File: src/tkbs_pkg.sv
// Shared types and fixed field widths for the top-k byte selector.
package tkbs_pkg;

	localparam int VAL_W  = 8;
	localparam int IDX_W  = 10;
	localparam int RANK_W = 4;
	localparam int K_W    = 4;

	localparam logic [K_W-1:0] K_RESET = 4'd15;
	localparam int RESULT_CAP = 15;

	typedef struct packed {
		logic ins;
		logic shift;
		logic clr;
	} cell_cmd_t;

	typedef enum logic {
		ST_FILL,
		ST_DRAIN
	} state_t;

endpackage

File: src/tkbs_cell.sv
// One entry of the sorted list: compares the broadcast pair and shifts with its neighbors.
module tkbs_cell (
	input  logic                      clk,
	input  logic                      arst_n,
	input  tkbs_pkg::cell_cmd_t       cmd,
	input  logic [tkbs_pkg::VAL_W-1:0] new_val,
	input  logic [tkbs_pkg::IDX_W-1:0] new_idx,
	input  logic                      prev_valid,
	input  logic                      prev_gt,
	input  logic [tkbs_pkg::VAL_W-1:0] prev_val,
	input  logic [tkbs_pkg::IDX_W-1:0] prev_idx,
	input  logic                      next_valid,
	input  logic [tkbs_pkg::VAL_W-1:0] next_val,
	input  logic [tkbs_pkg::IDX_W-1:0] next_idx,
	output logic                      valid,
	output logic [tkbs_pkg::VAL_W-1:0] val,
	output logic [tkbs_pkg::IDX_W-1:0] idx,
	output logic                      gt
);
	import tkbs_pkg::*;

	logic               valid_q;
	logic [VAL_W-1:0]   val_q;
	logic [IDX_W-1:0]   idx_q;
	logic               above;

	// new pair ranks strictly above the stored one; lower index wins a tie
	assign above = (new_val > val_q) || ((new_val == val_q) && (new_idx < idx_q));
	assign gt    = !valid_q || above;

	always_ff @(posedge clk or negedge arst_n) begin
		if (!arst_n) begin
			valid_q <= 1'b0;
		end else if (cmd.clr) begin
			valid_q <= 1'b0;
		end else if (cmd.shift) begin
			valid_q <= next_valid;
		end else if (cmd.ins && gt) begin
			// an entry moved down from the upper neighbor keeps that neighbor's valid bit
			valid_q <= prev_gt ? prev_valid : 1'b1;
		end
	end

	always_ff @(posedge clk) begin
		if (cmd.shift) begin
			val_q <= next_val;
			idx_q <= next_idx;
		end else if (cmd.ins && gt) begin
			// take the upper neighbor's entry if the new pair lands above it
			if (prev_gt) begin
				val_q <= prev_val;
				idx_q <= prev_idx;
			end else begin
				val_q <= new_val;
				idx_q <= new_idx;
			end
		end
	end

	assign valid = valid_q;
	assign val   = val_q;
	assign idx   = idx_q;

endmodule

File: src/tkbs_ctrl.sv
// Window position, group-reversed index, k_count register and drain sequencer.
module tkbs_ctrl #(
	parameter int ITEM_COUNT = 1024,
	parameter int MAX_TOP    = 15,
	parameter int GROUP_SIZE = 16
) (
	input  logic                        clk,
	input  logic                        arst_n,
	input  logic                        start,
	input  logic                        last_item,
	input  logic                        cfg_we,
	input  logic [tkbs_pkg::K_W-1:0]    cfg_wdata,
	input  logic                        second_valid,
	output tkbs_pkg::cell_cmd_t         cmd,
	output logic [tkbs_pkg::IDX_W-1:0]  new_idx,
	output logic                        busy,
	output logic                        result_valid,
	output logic [tkbs_pkg::RANK_W-1:0] rank,
	output logic                        last_result
);
	import tkbs_pkg::*;

	localparam int PW = $clog2(ITEM_COUNT);
	localparam int OW = (GROUP_SIZE > 1) ? $clog2(GROUP_SIZE) : 1;
	localparam int SW = ((PW > IDX_W) ? PW : IDX_W) + 1;
	localparam logic [K_W-1:0] TOP_LIM =
		K_W'((MAX_TOP < RESULT_CAP) ? MAX_TOP : RESULT_CAP);

	state_t            state_q, state_d;
	logic [PW-1:0]     pos_q;
	logic [OW-1:0]     off_q;
	logic [SW-1:0]     base_q;
	logic [K_W-1:0]    k_count_q;
	logic [K_W-1:0]    k_eff;
	logic [RANK_W-1:0] rank_q;
	logic              accept;
	logic              wrap;
	logic [SW-1:0]     rev_sum;

	assign accept = start && (state_q == ST_FILL);
	assign wrap   = (pos_q == PW'(ITEM_COUNT - 1));

	assign rev_sum = base_q + SW'(GROUP_SIZE - 1) - SW'(off_q);
	assign new_idx = rev_sum[IDX_W-1:0];

	always_comb begin
		k_eff = (k_count_q == '0) ? K_W'(1) : k_count_q;
		if (k_eff > TOP_LIM) begin
			k_eff = TOP_LIM;
		end
	end

	always_ff @(posedge clk or negedge arst_n) begin
		if (!arst_n) begin
			k_count_q <= K_RESET;
		end else if (cfg_we) begin
			k_count_q <= cfg_wdata;
		end
	end

	// position in window, kept as group base plus offset
	always_ff @(posedge clk or negedge arst_n) begin
		if (!arst_n) begin
			pos_q  <= '0;
			off_q  <= '0;
			base_q <= '0;
		end else if (accept) begin
			if (last_item || wrap) begin
				pos_q  <= '0;
				off_q  <= '0;
				base_q <= '0;
			end else begin
				pos_q <= pos_q + PW'(1);
				if (off_q == OW'(GROUP_SIZE - 1)) begin
					off_q  <= '0;
					base_q <= base_q + SW'(GROUP_SIZE);
				end else begin
					off_q <= off_q + OW'(1);
				end
			end
		end
	end

	always_ff @(posedge clk or negedge arst_n) begin
		if (!arst_n) begin
			state_q <= ST_FILL;
			rank_q  <= '0;
		end else begin
			state_q <= state_d;
			if (state_q == ST_DRAIN && !last_result) begin
				rank_q <= rank_q + RANK_W'(1);
			end else begin
				rank_q <= '0;
			end
		end
	end

	always_comb begin
		state_d = state_q;
		case (state_q)
			ST_FILL: begin
				if (accept && last_item) begin
					state_d = ST_DRAIN;
				end
			end
			ST_DRAIN: begin
				if (last_result) begin
					state_d = ST_FILL;
				end
			end
			default: state_d = ST_FILL;
		endcase
	end

	always_comb begin
		busy         = 1'b0;
		result_valid = 1'b0;
		last_result  = 1'b0;
		cmd          = '0;
		case (state_q)
			ST_FILL: begin
				cmd.ins = accept;
			end
			ST_DRAIN: begin
				busy         = 1'b1;
				result_valid = 1'b1;
				last_result  = (rank_q == RANK_W'(k_eff - K_W'(1))) || !second_valid;
				// advance the list toward the head; empty it after the final rank
				cmd.shift    = 1'b1;
				cmd.clr      = last_result;
			end
			default: ;
		endcase
	end

	assign rank = rank_q;

	a_result_in_drain: assert property (@(posedge clk) disable iff (!arst_n)
		result_valid |-> busy)
		else $error("result strobe outside drain");

	a_last_enters_drain: assert property (@(posedge clk) disable iff (!arst_n)
		(start && !busy && last_item) |=> (result_valid && rank == '0))
		else $error("drain did not start at rank zero after last byte");

	a_rank_advances: assert property (@(posedge clk) disable iff (!arst_n)
		(result_valid && !last_result) |=> (result_valid && rank == $past(rank) + RANK_W'(1)))
		else $error("rank did not advance during drain");

	a_drain_ends: assert property (@(posedge clk) disable iff (!arst_n)
		last_result |=> !busy)
		else $error("block still busy after final rank");

	a_rank_bound: assert property (@(posedge clk) disable iff (!arst_n)
		result_valid |-> (rank < k_eff))
		else $error("rank beyond requested count");

endmodule

File: src/top_k_byte_select_with_index.sv
// Top level: row of sorted-list cells driven by the window controller.
// Latency: a byte is inserted into the list at the edge that accepts it; after the last byte
// the first result shows in the next cycle, then one result per cycle for n = min(fill, k)
// results, a k of zero counting as one. Throughput: one byte per cycle while filling; busy is
// high through each drain, which runs on the single shift path of the cell row toward its head.
// Reset: list empty, position zero, k_count 15; results cannot be stalled by the receiver.
module top_k_byte_select_with_index #(
	parameter int ITEM_COUNT = 1024,
	parameter int MAX_TOP    = 15,
	parameter int GROUP_SIZE = 16
) (
	input  logic                        clk,
	input  logic                        arst_n,
	input  logic                        start,
	output logic                        busy,
	input  logic [tkbs_pkg::VAL_W-1:0]  value,
	input  logic                        last_item,
	input  logic                        cfg_we,
	input  logic [tkbs_pkg::K_W-1:0]    cfg_wdata,
	output logic                        result_valid,
	output logic [tkbs_pkg::RANK_W-1:0] rank,
	output logic [tkbs_pkg::IDX_W-1:0]  item_index,
	output logic [tkbs_pkg::VAL_W-1:0]  item_value,
	output logic                        last_result
);
	import tkbs_pkg::*;

	cell_cmd_t        cmd;
	logic [IDX_W-1:0] new_idx;
	logic             c_valid [MAX_TOP];
	logic [VAL_W-1:0] c_val   [MAX_TOP];
	logic [IDX_W-1:0] c_idx   [MAX_TOP];
	logic             c_gt    [MAX_TOP];
	logic             second_valid;

	tkbs_ctrl #(
		.ITEM_COUNT (ITEM_COUNT),
		.MAX_TOP    (MAX_TOP),
		.GROUP_SIZE (GROUP_SIZE)
	) u_ctrl (
		.clk          (clk),
		.arst_n       (arst_n),
		.start        (start),
		.last_item    (last_item),
		.cfg_we       (cfg_we),
		.cfg_wdata    (cfg_wdata),
		.second_valid (second_valid),
		.cmd          (cmd),
		.new_idx      (new_idx),
		.busy         (busy),
		.result_valid (result_valid),
		.rank         (rank),
		.last_result  (last_result)
	);

	for (genvar i = 0; i < MAX_TOP; i++) begin : g_cell
		logic             p_valid;
		logic             p_gt;
		logic [VAL_W-1:0] p_val;
		logic [IDX_W-1:0] p_idx;
		logic             n_valid;
		logic [VAL_W-1:0] n_val;
		logic [IDX_W-1:0] n_idx;

		if (i == 0) begin : g_head
			assign p_valid = 1'b0;
			assign p_gt    = 1'b0;
			assign p_val   = '0;
			assign p_idx   = '0;
		end else begin : g_mid
			assign p_valid = c_valid[i-1];
			assign p_gt    = c_gt[i-1];
			assign p_val   = c_val[i-1];
			assign p_idx   = c_idx[i-1];
		end

		if (i == MAX_TOP - 1) begin : g_tail
			assign n_valid = 1'b0;
			assign n_val   = '0;
			assign n_idx   = '0;
		end else begin : g_body
			assign n_valid = c_valid[i+1];
			assign n_val   = c_val[i+1];
			assign n_idx   = c_idx[i+1];
		end

		tkbs_cell u_cell (
			.clk        (clk),
			.arst_n     (arst_n),
			.cmd        (cmd),
			.new_val    (value),
			.new_idx    (new_idx),
			.prev_valid (p_valid),
			.prev_gt    (p_gt),
			.prev_val   (p_val),
			.prev_idx   (p_idx),
			.next_valid (n_valid),
			.next_val   (n_val),
			.next_idx   (n_idx),
			.valid      (c_valid[i]),
			.val        (c_val[i]),
			.idx        (c_idx[i]),
			.gt         (c_gt[i])
		);
	end

	assign second_valid = g_cell[0].n_valid;

	// head of the row is the current rank during drain
	assign item_value = c_val[0];
	assign item_index = c_idx[0];

endmodule

File: config.mk
export PLATFORM = sky130hd
export DESIGN_NAME = top_k_byte_select_with_index
export DESIGN_NICKNAME = d
export VERILOG_FILES = /design/src/tkbs_pkg.sv /design/src/tkbs_cell.sv /design/src/tkbs_ctrl.sv /design/src/top_k_byte_select_with_index.sv
export SDC_FILE = /design/constraint.sdc
export NUM_CORES = 1
export LEC_CHECK = 0
export BUFFER_PORTS_ARGS = -buffer_cell sky130_fd_sc_hd__buf_2
export CORE_AREA = 2 2 241 243
export DETAILED_ROUTE_END_ITERATION = 7
export DIE_AREA = 0 0 243 245
export PLACE_DENSITY = 0.62
export SYNTH_ARGS = -nofsm -noshare
export SYNTH_HDL_FRONTEND = slang
export SYNTH_SLANG_ARGS = --single-unit
File: constraint.sdc
create_clock -name clk -period 5.2 [get_ports clk]
set_input_delay 0.78 -clock clk [delete_from_list [all_inputs] [get_ports clk]]
set_output_delay 0.78 -clock clk [all_outputs]
set_load 0.005 [all_outputs]
# --- After elaboration in Yosys (flattened, before gate mapping) ---
# Index checks and enable logic that the tools add are counted.
totals:
  mem_bits_rw: 0
  latch_bits: 0
  output_inout_bits: 25
  in_bits: 17
  romBits: 0
  wordCells: 379
  memories: 0
  register_bits: 319
op_classes:
  add_sub_neg: 7
  bitwise: 1
  shifts: 0
  n_eq_ne: 18
  reduce_logical: 113
  mux: 158
  n_div: 0
  multipliers: 0
  order_cmp: 31
ops:
  columns: ["cell", "n"]
  rows:
  - ["2-to-1 mux 10 bit", 43]
  - ["2-to-1 mux 8 bit", 42]
  - ["less-than comparator 10 bit", 15]
  - ["equality test 8 bit", 15]
  - ["> comparator 8 bit", 15]
  - ["2-to-1 mux 1 bit", 64]
  - ["nonzero test 3 bit", 15]
  - ["logical AND 1 bit", 33]
  - ["logical OR 1 bit", 32]
  - ["nonzero test 2 bit", 15]
  - ["2-to-1 mux 11 bit", 2]
  - ["2-to-1 mux 4 bit", 5]
  - ["zero test 1 bit", 16]
  - ["adder 11 x 5 -> 11 bit, second input constant", 1]
  - ["adder 10 x 1 -> 10 bit, second input constant", 1]
  - ["adder 10 x 4 -> 10 bit, second input constant", 1]
  - ["equality test 10 bit, second input constant", 1]
  - ["subtractor 10 x 4 -> 10 bit", 1]
  - ["adder 4 x 1 -> 4 bit, second input constant", 2]
  - ["equality test 4 bit", 1]
  - ["equality test 4 bit, second input constant", 1]
  - ["> comparator 4 bit, second input constant", 1]
  - ["zero test 4 bit", 1]
  - ["subtractor 4 x 1 -> 4 bit, second input constant", 1]
  - ["other kinds (4)", 4]

# --- Longest topological paths before layout ---
# Gate-level depths: netlist (run 1).
depth:
  depth_word: 11
  ltp_mapped: 18

# --- Cells and area by module ---
# Synthesis (run 1) repeated with hierarchy kept, for this count alone.
unflattened:
  hier_cells: 2446
  area_unflattened_um2: 23674.0
by_module_without_submodules:
  columns: ["mod", "cells_each", "area_each_um2", "n_inst", "seq_area_each_um2"]
  rows:
  - ["tkbs_cell", 149, 1445.1, 15, 565.5]
  - ["tkbs_ctrl", 210, 1993.2, 1, 730.7]
  - ["top_k_byte_select_with_index", 1, 3.8, 1, 0.0]

# --- Worst setup path after synthesis (run 1) ---
# OpenSTA, ideal clock, no wires.
synth_timing:
  path_kind: "register to register"
  startpoint: "reg u_ctrl.base_q[7]"
  endpoint: "reg g_cell[4].u_cell.idx_q[0] (enable)"
  required_time_ns: 4.782
  stages_incl_launch_ff: 15
  t_arrival_ns: 4.883
  slack_ns: -0.101
  setup_ns: 0.418
  path_cell_list: "dfrtp_1 -> inv_1 -> ha_1 -> o21ai_0 -> nand2_1 -> a211oi_1 -> ha_1 -> a21oi_1 -> o21ai_0 -> and2_1 -> a211o_1 -> or2_1 -> buf_6 -> buf_6 -> o21ai_0"
synth_between:
  elab_chain_len: 8
synth_lines:
  columns: ["element", "line_no", "source"]
  rows:
  - ["start, declared", "tkbs_ctrl.sv:32", "logic [SW-1:0] base_q;"]
  - ["start signal, assigned", "tkbs_ctrl.sv:76", "base_q <= base_q + SW'(GROUP_SIZE);"]
  - ["adder 10 x 4 -> 10 bit", "tkbs_ctrl.sv:43", "assign rev_sum = base_q + SW'(GROUP_SIZE - 1) - SW'(off_q);"]
  - ["subtractor 10 x 4 -> 10 bit", "tkbs_ctrl.sv:43", null]
  - ["less-than comparator 10 bit", "tkbs_cell.sv:28", "assign above = (new_val > val_q) || ((new_val == val_q) && (new_idx < idx_q));"]
  - ["logical AND 1 bit", "tkbs_cell.sv:28", null]
  - ["logical OR 1 bit", "tkbs_cell.sv:28", null]
  - ["logical OR 1 bit", "tkbs_cell.sv:29", "assign gt = !valid_q || above;"]
  - ["logical AND 1 bit", "tkbs_cell.sv:48", "end else if (cmd.ins && gt) begin"]
  - ["nonzero test 2 bit (no source line)", null, null]
  - ["end signal, assigned", "tkbs_cell.sv:47", "idx_q <= next_idx;"]
  - ["end signal, assigned", "tkbs_cell.sv:52", "idx_q <= prev_idx;"]
  - ["end signal, assigned", "tkbs_cell.sv:55", "idx_q <= new_idx;"]
  - ["end, declared", "tkbs_cell.sv:24", "logic [IDX_W-1:0] idx_q;"]
# Every way passes these cells.
# A chain may end at the register's enable or synchronous reset.

# --- Worst setup path after layout (run 1) ---
layout_timing:
  startpoint: "reg u_ctrl.base_q[5]"
  endpoint: "reg g_cell[5].u_cell.idx_q[7] (enable)"
layout_between:
  elab_chain_len: 8
layout_lines:
  columns: ["element", "line_no"]
  rows:
  - ["adder 10 x 4 -> 10 bit", "tkbs_ctrl.sv:43"]
  - ["subtractor 10 x 4 -> 10 bit", "tkbs_ctrl.sv:43"]
  - ["less-than comparator 10 bit", "tkbs_cell.sv:28"]
  - ["logical AND 1 bit", "tkbs_cell.sv:28"]
  - ["logical OR 1 bit", "tkbs_cell.sv:28"]
  - ["logical OR 1 bit", "tkbs_cell.sv:29"]
  - ["logical AND 1 bit", "tkbs_cell.sv:48"]
  - ["nonzero test 2 bit (no source line)", null]
  - ["end signal, assigned", "tkbs_cell.sv:47"]
  - ["end signal, assigned", "tkbs_cell.sv:52"]
  - ["end signal, assigned", "tkbs_cell.sv:55"]
  - ["end, declared", "tkbs_cell.sv:24"]
# Every way passes these cells.

==> summary.txt, run 1 <==
STA
  – Setup TNS: 0 ns
  – Slew HR: 0.222
  – Unrepaired setup endpoints after global routing: false
  – Final setup margin: 0.690 ns
  – Hold Slack: between 0.3 and 0.4 ns
  – Tcrit/Tclk final: 0.867
  – Final Critical Period: 4.51 ns
  – Endpoints failing setup: 0
  – Hold Vio Cnt, Final: 0
  – Slew Viols, Final: 0
  – Worst-Margin Slew: roughly 1.2 ns
  – Post-Route Skew: 0.0238 ns
  – Fmax: roughly 0.22 GHz

Detailed routing
  – WL/cell: 22.6 um
  – Routed WL: roughly 71 mm
  – DRC errors left: 0
  – Via count: around 19,000
  – Initial DRC count: roughly 1,600
  – Routed Antenna Nets: 0
  – 1st-pass router iterations: 5
  – Vias/cell: 6.12

Logic synthesis
  – Yosys reg bits: ~310
  – Syn Inst Count: 2,339
  – EDFF count, synth: ~250
  – Syn. warnings: 0
  – Avg Cell Area, Syn: 9.67 um^2
  – Top_reg_cell synth: edfxtp_1
  – Sequential area share after synthesis: 0.399
  – Mapped cell area: 0.0226 mm^2
  – Post-synth ARST share: 0.140
  – Cell variety after synth: slightly above 90

Critical path
  – Worst Path Arrival: between 4 and 5 ns
  – RR Endpoint: g_cell[5].u_cell.idx[7]
  – Reg2reg setup slack: ~0.7 ns
  – Startpoint Class: flop
  – R2r worst-path depth: 14
  – Critical Path End Type: flop
  – Critical path class: flop to flop
  – Req. time, crit path: 5.44 ns
  – Reg2reg start: u_ctrl.base_q[5]
  – Maximum net fanout on the critical path: 18

Global routing
  – Initial antenna violation count: 0
  – Vias in the first global route: 19,300
  – First-pass GRT wire length: between 100 and 150 mm
  – Grt total ovfl: 0
  – Total track usage: 0.235
  – Largest net degree at the start of global routing: between 200 and 250

Clock tree
  – Cts hold-fix bufs: 0
  – Resized cells post-CTS: 0
  – Bufs on Longest Clock Path: 3
  – Clk Tree Root Cell: clkbuf_16
  – H-tree depth: 2
  – CTS tree: done
  – Clock latency on the worst-skew pair: 0.57 ns
  – CTS Buf Count: 39
  – Clk slew on worst S/H paths: roughly 0.06 ns
  – CTS Sinks: approximately 310
  – Post-CTS Setup Inserts: 0

Floorplan
  – Initial Util: 0.397
  – Total core area: roughly 0.057 mm^2
  – Die Height: between 200 and 250 um
  – IO Pins: between 40 and 50
  – Row count: 88
  – Die X: ~240 um
  – Die area: approximately 0.06 mm^2

Power and ir drop
  – LEAKAGE: 10.7 nW
  – Worst vdd ir: approximately 550 uV
  – Total chip power: ~19 mW
  – Pwr Density: between 700 and 800 mW/mm^2

Place
  – Worst slack at placement: 0.789 ns
  – Dpl hpwl: about 52 mm
  – Buffers on Ports: approximately 40
  – Area post-placement: between 0.02 and 0.025 mm^2
  – Placer Congestion: between 0.9 and 1

Cells and area
  – Share of layout cells above drive strength 1: 0.0960
  – Layout area overhead: 10.4%
  – Fin area: about 0.025 mm^2
  – N_diodes: 0
  – Net count, final: between 2,000 and 3,000

Job
  – MaxCap Viol Count: 0

Status
  – Status: finished, final reports clean

Hold path
  – HP Class: input pin to asynchronous set/reset pin
-- area by class of cell --
| class | count | area (um^2) |
|---|---|---|
| fill | 5538 | 32100 |
| multi-input combinational | 1602 | 12000 |
| sequential | 314 | 9040 |
| inverter | 282 | 1060 |
| clock buffer | 45 | 1040 |
| tap | 765 | 957 |
| timing repair buffer | 96 | 631 |
| clock inverter | 25 | 285 |
-- routing by layer --
metal | GRT usage | vias up | share of wire | wire (um)
li1 | - | 8813 | - | -
met1 | 0.310 | 9359 | 0.42 | 29900
met2 | 0.380 | 795 | 0.46 | 32700
met3 | 0.0413 | 182 | 0.073 | 5150
met4 | 0.0992 | 0 | 0.044 | 3150
met5 | 0 | - | 0 | 0
-- kinds of logic after synthesis --
| kind of cell | after synthesis | synth area share |
|---|---|---|
| muxes | 48 | 0.0215 |
| DFF | 314 | 0.399 |
| adders and majority gates | 272 | 0.151 |
| xor gates and xnor gates | 21 | 0.00907 |
| AOI/OAI and AO/OA | 643 | 0.209 |
| and+or+nand+nor | 613 | 0.133 |
| buffers and inverters | 426 | 0.0769 |
| other | 2 | 0.000332 |
-- worst max-delay path by stage --
stage	startpoint	to	slack [ns]	cells past startpoint
after floorplan	u_ctrl.base_q[7]	g_cell[3].u_cell.idx[0]	0.09	14
after global placement	u_ctrl.base_q[5]	g_cell[4].u_cell.idx[1]	0.98	13
after detailed placement	u_ctrl.base_q[5]	g_cell[5].u_cell.idx[2]	0.79	14
after CTS	u_ctrl.base_q[5]	g_cell[4].u_cell.idx[2]	0.77	13
after global routing	u_ctrl.base_q[5]	g_cell[10].u_cell.val[6]	0.44	15
final	u_ctrl.base_q[5]	g_cell[5].u_cell.idx[7]	0.69	14
-- synthesized netlist by cell type, types with 10 or more instances --
| library cell | count | area (um^2) |
|---|---|---|
| and2_1 | 14 | 87.6 |
| inv_1 | 281 | 1050 |
| edfxtp_1 | 252 | 7570 |
| and4_1 | 16 | 140 |
| nor2_1 | 72 | 270 |
| o221ai_1 | 65 | 569 |
| dfxtp_1 | 18 | 360 |
| buf_2 | 37 | 185 |
| dfrtp_1 | 40 | 1000 |
| nand3_1 | 85 | 425 |
| o21ai_0 | 153 | 766 |
| a31oi_1 | 10 | 62.6 |
| o21a_1 | 18 | 135 |
| nand2_1 | 239 | 897 |
| o311ai_0 | 88 | 771 |
| mux2i_1 | 44 | 440 |
| a21o_1 | 40 | 300 |
| nor4_1 | 32 | 200 |
| clkbuf_1 | 83 | 312 |
| a221oi_1 | 30 | 263 |
| a221o_1 | 10 | 100 |
| nand4_1 | 48 | 300 |
| o31ai_1 | 10 | 75.1 |
| a21oi_1 | 81 | 405 |
| and3_1 | 12 | 75.1 |
| nor2b_1 | 21 | 131 |
| xnor2_1 | 11 | 96.3 |
| o311ai_1 | 28 | 245 |
| a211oi_1 | 14 | 105 |
| o211ai_1 | 10 | 75.1 |
| nor3_1 | 21 | 105 |
| ha_1 | 271 | 3390 |
| buf_4 | 11 | 82.6 |
| nand2b_1 | 21 | 131 |
-- cells in the final DEF, fill, tap and decap left out, types with 65 or more instances in the layout --
cell type    n
edfxtp_1   252
nor2_1      72
ha_1       271
o221ai_1    65
nand2_1    239
a21oi_1     80
o311ai_0    88
nand3_1     85
o21ai_0    145
inv_1      280
-- metrics by stage --
step                      utilization  instances
after floorplan                     -       2342
after global placement          0.414       3059
after detailed placement        0.414       3059
after CTS                       0.438       3129
after global routing            0.438       3129
final                           0.438       3129
-- where the power goes --
group	internal, mW	switching (mW)
clock network	1.73	1.17
registers	4.75	0.956
logic	3.59	6.38
total	10.1	8.50
-- worst max-delay path: stages (launching register included) --
cell and delay (ns):
dfrtp_1 0.46, inv_1 0.13, ha_1 0.25, nor4_1 0.31
a21oi_1 0.16, xnor2_2 0.56, buf_4 0.36, ha_1 0.29
and4_4 0.17, a2111oi_2 0.36, o21ai_1 0.16, a31oi_2 0.28
nor2_2 0.22, o21ai_1 0.16, buf_4 0.30
-- flip-flops by register name (all words and copies together) (netlist names) --
signal	flops
g_cell.u_cell.valid	15
u_ctrl.off_q	4
u_ctrl.rank	4
u_ctrl.state_q	1
u_ctrl.k_count_q	4
u_ctrl.base_q	6
u_ctrl.pos_q	10
g_cell.u_cell.val	120
g_cell.u_cell.idx	150
Note: power is estimated with default switching activity, not from simulation.
==> inputs of run 2 (changes only) <==
--- a/config.mk
+++ b/config.mk
@@ -7,6 +7,7 @@
 export LEC_CHECK = 0
 export BUFFER_PORTS_ARGS = -buffer_cell sky130_fd_sc_hd__buf_2
 export CORE_AREA = 2 2 241 243
+export CTS_BUF_LIST = sky130_fd_sc_hd__clkbuf_16
 export DETAILED_ROUTE_END_ITERATION = 7
 export DIE_AREA = 0 0 243 245
 export PLACE_DENSITY = 0.62
==> constraint.sdc (replaced) <==
create_clock -name clk -period 3.9 [get_ports clk]
set_input_delay 0.585 -clock clk [delete_from_list [all_inputs] [get_ports clk]]
set_output_delay 0.585 -clock clk [all_outputs]
set_load 0.005 [all_outputs]
==> run 2 against run 1 <==
Compared with the run above: clock power increased by 25%; worst hold slack worse by 0.36 ns; maximum frequency up 25%; clock skew decreased by 0.0054 ns; non-clock buffer count rose by 29; sequential share of layout area fell by 0.54 points; via count fell by 1.2%; worst setup slack worse by 0.40 ns; sequential cell count unchanged; utilization is 0.67 points higher; register-to-register slack lost 0.40 ns; critical endpoint is now g_cell[14].u_cell.val[5]; sequential power increased by 32%.
==> summary.txt, run 2 (synthesized netlist as in run 1, its figures left out) <==
Place
  – Worst slack at placement: 0.272 ns (was 0.789 ns)
  – Buffers on Ports: 41 (unchanged)
  – Placer Congestion: 0.852 (was 0.942)
  – Dpl hpwl: 50.1 mm (was 51.6 mm)

STA
  – Setup TNS: 0 ns (unchanged)
  – Slew Viols, Final: 0 (unchanged)
  – Tcrit/Tclk final: 0.926 (was 0.867)
  – Unrepaired setup endpoints after global routing: false (unchanged)
  – Slew HR: 0.255 (was 0.222)
  – Post-Route Skew: 0.0184 ns (was 0.0238 ns)
  – Final setup margin: 0.290 ns (was 0.690 ns)
  – Fmax: 0.277 GHz (was 0.222 GHz)
  – Hold Slack: 0.0139 ns (was 0.375 ns)
  – Final Critical Period: 3.61 ns (was 4.51 ns)
  – Endpoints failing setup: 0 (unchanged)
  – Hold Vio Cnt, Final: 0 (unchanged)
  – Worst-Margin Slew: 1.11 ns (was 1.17 ns)

Critical path
  – Reg2reg setup slack: 0.29 ns (was 0.69 ns)
  – Worst Path Arrival: 4.05 ns (was 4.75 ns)
  – R2r worst-path depth: 15 (was 14)
  – Critical Path End Type: flop (unchanged)
  – Maximum net fanout on the critical path: 25 (was 18)
  – RR Endpoint: g_cell[14].u_cell.val[5] (was g_cell[5].u_cell.idx[7])
  – Critical path startpoint: u_ctrl.base_q[7] (was u_ctrl.base_q[5])
  – Startpoint Class: flop (unchanged)
  – Critical path class: flop to flop (unchanged)
  – Req. time, crit path: 4.34 ns (was 5.44 ns)
  – Reg2reg start: u_ctrl.base_q[7] (was u_ctrl.base_q[5])

Cells and area
  – Max reg flops: 150 (unchanged)
  – Net count, final: 2,652 (was 2,624)
  – # fillers: 5,544 (was 5,538)
  – Final core utilization: 0.444 (was 0.438)
  – Layout area overhead: 12.1% (was 10.4%)
  – Most common library cell in the layout ignoring fill and taps: inv_1 (unchanged)
  – Commonest non-fill, non-tap cells in the layout: inv_1 (288), ha_1 (271), edfxtp_1 (252), nand2_1 (239), o21ai_0 (145) (was inv_1 (280), ha_1 (271), edfxtp_1 (252), nand2_1 (239), o21ai_0 (145))
  – Share of layout cells above drive strength 1: 0.107 (was 0.0960)

Detailed routing
  – 1st-pass router iterations: 5 (unchanged)
  – Routed Antenna Nets: 0 (unchanged)
  – WL/cell: 20.9 um (was 22.6 um)
  – Via count: 18,900 (was 19,100)
  – DRC errors left: 0 (unchanged)
  – Routed WL: 65.9 mm (was 70.8 mm)
  – Initial DRC count: 1,557 (was 1,634)
  – Vias/cell: 5.99 (was 6.12)

Status
  – Status: finished, final reports clean (unchanged)

Floorplan
  – Die Height: 245 um (unchanged)
  – Die area: 0.0595 mm^2 (unchanged)
  – Die X: 243 um (unchanged)
  – Initial Util: 0.397 (unchanged)
  – Row count: 88 (unchanged)
  – Total core area: 0.0570 mm^2 (unchanged)
  – IO Pins: 42 (unchanged)

Clock tree
  – H-tree depth: 2 (unchanged)
  – CTS Sinks: 314 (unchanged)
  – CTS tree: done (unchanged)
  – Clk Tree Root Cell: clkbuf_16 (unchanged)
  – Clk slew on worst S/H paths: 0.06 ns (about the same)
  – Cts hold-fix bufs: 0 (unchanged)
  – Clock latency on the worst-skew pair: 0.57 ns (about the same)
  – Bufs on Longest Clock Path: 3 (unchanged)
  – CTS Buf Count: 38 (was 39)
  – Resized cells post-CTS: 0 (unchanged)
  – Post-CTS Setup Inserts: 0 (unchanged)

Power and ir drop
  – LEAKAGE: 10.9 nW (was 10.7 nW)
  – Worst vdd ir: 464 uV (was 545 uV)
  – Pwr Density: 975 mW/mm^2 (was 744 mW/mm^2)

Global routing
  – Vias in the first global route: 19,200 (was 19,300)
  – First-pass GRT wire length: 106 mm (was 110 mm)
  – Total track usage: 0.221 (was 0.235)
  – Largest net degree at the start of global routing: 155 (was 228)
  – Initial antenna violation count: 2 (was 0)
  – Grt total ovfl: 0 (unchanged)

Job
  – MaxCap Viol Count: 0 (unchanged)

Hold path
  – HP Class: input pin to asynchronous set/reset pin (unchanged)
run 2: cell count changes in the layout (fill, tap and decap cells not counted), sizes merged, moves of 2 or more:
cell and change:
clkinv +2, clkinvlp -5, bufinv -3, inv +9, buf +29, clkbuf -3
run 2: final cells by class:
class / instances / area [um^2] / share of cell area
antenna: 1 / 2.50 / 0.0000987
sequential: 314 / 9040 / 0.357
tap: 765 / 957 / 0.0378
inverter: 282 / 1060 / 0.0420
clock inverter: 28 / 204 / 0.00805
clock buffer: 42 / 1050 / 0.0415
multi-input combinational: 1602 / 12000 / 0.473
timing repair buffer: 125 / 1050 / 0.0414
run 2: per-layer routing:
layer  share of wire  vias up  global-route usage
met2            0.47      608               0.370
met5         0.00020        -                   0
met1            0.44     9297               0.291
li1                -     8871                   -
met3           0.049      141              0.0218
met4           0.041        2              0.0982
run 2: stage by stage:
| stage | cells | power, mW | instance area (um^2) |
|---|---|---|---|
| after floorplan | 2342 | 16.5 | 22700 |
| after global placement | 3088 | 20.4 | 24100 |
| after detailed placement | 3088 | 20.9 | 24100 |
| after CTS | 3158 | 24.7 | 25300 |
| after global routing | 3158 | 26.8 | 25300 |
| final | 3159 | 24.7 | 25400 |
run 2: worst max path at each step:
stage	end	slack (ns)	depth (start not counted)
after floorplan	g_cell[1].u_cell.idx[0]	0.01	15
after global placement	g_cell[4].u_cell.idx[2]	0.27	14
after CTS	last_result	0.18	8
after global routing	g_cell[5].u_cell.idx[7]	0.005	15
final	g_cell[14].u_cell.val[5]	0.29	15
after detailed placement	g_cell[5].u_cell.idx[7]	0.27	14
run 2: report_power, final:
part | internal, mW | switching, mW
Sequential | 6.32 | 1.24
Clock | 2.13 | 1.51
Combinational | 5.20 | 8.31
Total | 13.7 | 11.1
run 2: critical path: stages (launching register included):
cell	delay, ns
dfrtp_1	0.40
inv_1	0.09
ha_1	0.38
o21a_1	0.15
nor2_1	0.04
a21oi_1	0.20
xnor2_2	0.17
buf_12	0.21
ha_1	0.28
and4_1	0.25
o311ai_1	0.08
o211ai_1	0.25
a31oi_2	0.38
buf_4	0.28
mux2i_1	0.21
mux2i_1	0.09
